===== config.mk =====
export PLATFORM = sky130hd
export DESIGN_NAME = ffra_ram
export DESIGN_NICKNAME = d
export VERILOG_FILES = /design/src/hdl/ffra_ram.sv
export SDC_FILE = /design/constraint.sdc
export NUM_CORES = 1
export LEC_CHECK = 0
export BUFFER_PORTS_ARGS = -buffer_cell sky130_fd_sc_hd__buf_2
export CAP_MARGIN = 0
export CORE_MARGIN = 2
export CORE_UTILIZATION = 34
export DETAILED_ROUTE_END_ITERATION = 7
export GPL_TIMING_DRIVEN = 0
export PLACE_DENSITY = 0.59
export SLEW_MARGIN = 0
export SYNTH_ARGS = -nofsm -noshare
export SYNTH_HDL_FRONTEND = slang
export SYNTH_SLANG_ARGS = --single-unit

===== constraint.sdc =====
create_clock -name clk -period 2.5 [get_ports clk]
set_input_delay 0 -clock clk [delete_from_list [all_inputs] [get_ports clk]]
set_output_delay 0 -clock clk [all_outputs]
set_load 0.01 [all_outputs]

===== src/hdl/ffra_ram.sv =====
// generic single-write, single-read ram with registered read data
// no dependencies
`timescale 1ns / 1ps

module ffra_ram #(
  parameter int WIDTH = 8,
  parameter int DEPTH = 16,
  parameter int AW    = (DEPTH > 1) ? $clog2(DEPTH) : 1
) (
  input  logic             clk,
  input  logic             we,
  input  logic [AW-1:0]    waddr,
  input  logic [WIDTH-1:0] wdata,
  input  logic [AW-1:0]    raddr,
  output logic [WIDTH-1:0] rdata
);

  logic [WIDTH-1:0] mem_r [DEPTH];
  logic [WIDTH-1:0] rdata_r;

  always_ff @(posedge clk) begin
    if (we) begin
      mem_r[waddr] <= wdata;
    end
    rdata_r <= mem_r[raddr];
  end

  assign rdata = rdata_r;

endmodule


==> results.yml <==
worst_setup_path:
  max_stage_delay_ns: 1.06
  worstPathCellList: "buf_2 -> or3b_2 -> nor3_1"
  r2r_cells: 3
  end_kind: "flop"
  critical_path_class: "in -> reg"
  cp-start-kind: "input pin"
  slowest_stage: "nor3_1"
  required_ns: 2.51
  critPathArrivalTime_ns: 1.71
  crit_fanout: 8
floorplan:
  std_cell_rows: 44
  ios: 26
  start_util_pct: 35.2
  die_w_um: 127
  die-height_um: 127
  dieArea_um2: 16100
  core-area_um2: 14600
grt:
  grt_overflow: 0
  grt_pass1_vias: 2469
  grt_max_degree: 17
  globalRouteTotalUtil_pct: 13.6
  grt_pass1_wl_um: 15400
  antenna_found_initial: 0
power_and_ir_drop:
  internal-power_uw: 4310
  p_sw_uw: 1030
  p_comb_share_pct: 4.8
  vdd_drop_max_v: 0.000502
  powerDensity_nw_per_um2: 870
  p_seq_share_pct: 48.0
  power.share.clock_pct: 47.2
  swShare_pct: 19.3
  p_leak_uw: 0.00204
clock_tree:
  cts_buffers: 17
  root_buffer: "clkbuf_16"
  clk_latency_ns: 0.41
  cts_sinks: 136
  clk_pin_slew_worst_paths_ns: 0.06
  clock_tree.buffer_depth: 2
  cts_resized: 0
  htree_num_levels: 4
  cts_tree: "built"
synth:
  synth-seq-cells: 136
  synth_area_um2: 5150
  synth_cells: 229
  ys_seq_area_share_pct: 77.8
  avgSynthCellArea_um2: 22.5
  yosysWarningCount: 0
  synth_top_area_share_pct: 74.7
  synth_cell_types: 19
  synthesis.nets: 247
  ys_top_cells_by_area: "edfxtp_1, mux4_2, mux4_1, dfxtp_1, a22oi_1"
  yosysTopAreaCell: "edfxtp_1"
timing:
  tns_ns: 0
  rsz0062_at_grt: "false"
  final-setup-viol-count: 0
  finalMaxSlewViolations: 0
  finClkSkew_ns: 0.00616
  report.final.hold_viol_count: 0
  max_freq_ghz: 0.590
  relSlewSlack_pct: 7.38
  tightest_slew_ns: 1.38
  period_share_pct: 67.8
  final.min_clock_period_ns: 1.69
worst_hold_path:
  hold_path_depth: 1
  hp-class: "in -> reg"
placement:
  dp_hpwl_um: 6470
  gp_congestion: 0.815
  port_buffers: 24
job:
  maxCapViolations: 0
route:
  routedWlPerCell_um: 21.8
  ant_nets: 0
  routed_wl_um: 10300
  vias: 2408
  via_per_inst: 5.10
  drtIter0Drc: 196
  drcViolationCount: 0
  first_pass_iters: 4
finish:
  layout_commonest_cell: "edfxtp_1"
  diodes: 0
  syn_to_final_growth_pct: 19.1
  nets: 293
  drive_gt1_share_pct: 27.8
  layout_common_cells: "edfxtp_1, buf_2, mux4_2, clkbuf_16, a22oi_1"
  final_core_util_pct: 41.9
outcome:
  status: "completed"
## sequential cells by signal (all words and copies together) (netlist names)
| signal | cells |
|---|---|
| mem_r | 128 |
| rdata | 8 |
## what timing repair did
action,in CTS,in global routing
setup buffers,0,0
hold endpoints to repair,48,0
hold buffers,3,0
## metal layers
layer | global-route usage, % | part of all wire, % | up-vias
met5 | 0 | 0 | -
met4 | 4.85 | 1.1 | 0
met3 | 4.82 | 7.7 | 10
met2 | 20.3 | 47 | 76
met1 | 18.6 | 45 | 1255
li1 | - | - | 1067
## cells by family (layout without fill, tap and decap cells)
family	Yosys count	after routing	synth area share, %
flip-flops	136	136	77.8
AND/OR/NAND/NOR	35	35	3.18
multiplexers	32	32	15.0
AO/OA/AOI/OAI	16	16	2.33
buffers and inverters	10	69	1.68
## synth_stat cells, drive strengths merged
library cell,count
edfxtp,128
mux4,32
a22oi,16
nor2,13
nand2,9
dfxtp,8
buf,7
nor3,4
clkdlybuf4s25,3
nand2b,2
nand3b,2
and2,1
and2b,1
nand3,1
nor2b,1
or3b,1
## path summary, 6_finish.rpt
check	endpoint	slack, ns	from
min	mem_r[7][7]$_DFFE_PP_	0.01	wdata[7]
max reg2reg	rdata[0]$_DFF_P_	0.98	mem_r[2][0]$_DFFE_PP_
min reg2reg	rdata[2]$_DFF_P_	0.69	mem_r[13][2]$_DFFE_PP_
max	mem_r[0][3]$_DFFE_PP_	0.81	waddr[2]
## layout make-up
class	count	area, um2
plain buffers	10	86.3
fillers	1289	8510
clock buffers	21	440
flip-flops and latches	136	4000
well taps	184	230
repair buffers	27	150
clock inverters	11	154
multi-input cells	83	1070
## metrics by stage
stage | cell area (um2) | hold slack, ns | power [uW] | cells | worst slack, ns
after detailed placement | 5500 | 0.400 | 2860 | 437 | 0.349
after CTS | 6120 | 0.00109 | 5380 | 472 | 0.770
after global placement | 5500 | 0.398 | 2850 | 437 | 0.442
after floorplan | 5150 | 0.0989 | 2740 | 229 | 1.01
final | 6130 | 0.0125 | 5330 | 472 | 0.805
after global routing | 6130 | 0.00905 | 5500 | 472 | 0.757
## worst max-delay path: cells and delay by family
kind,cells,cell delay (ns)
simple gates,2,1.57
buf+inv,1,0.13
## power by group through the flow
stage          clock (uW)  combinational [uW]  sequential (uW)
2_1_floorplan           0                 129             2610
3_3_place_gp            0                 249             2610
3_5_place_dp            0                 255             2610
4_1_cts              2560                 259             2560
5_1_grt              2660                 275             2570
6_report             2520                 256             2560
(Power assumes the default switching activity.)
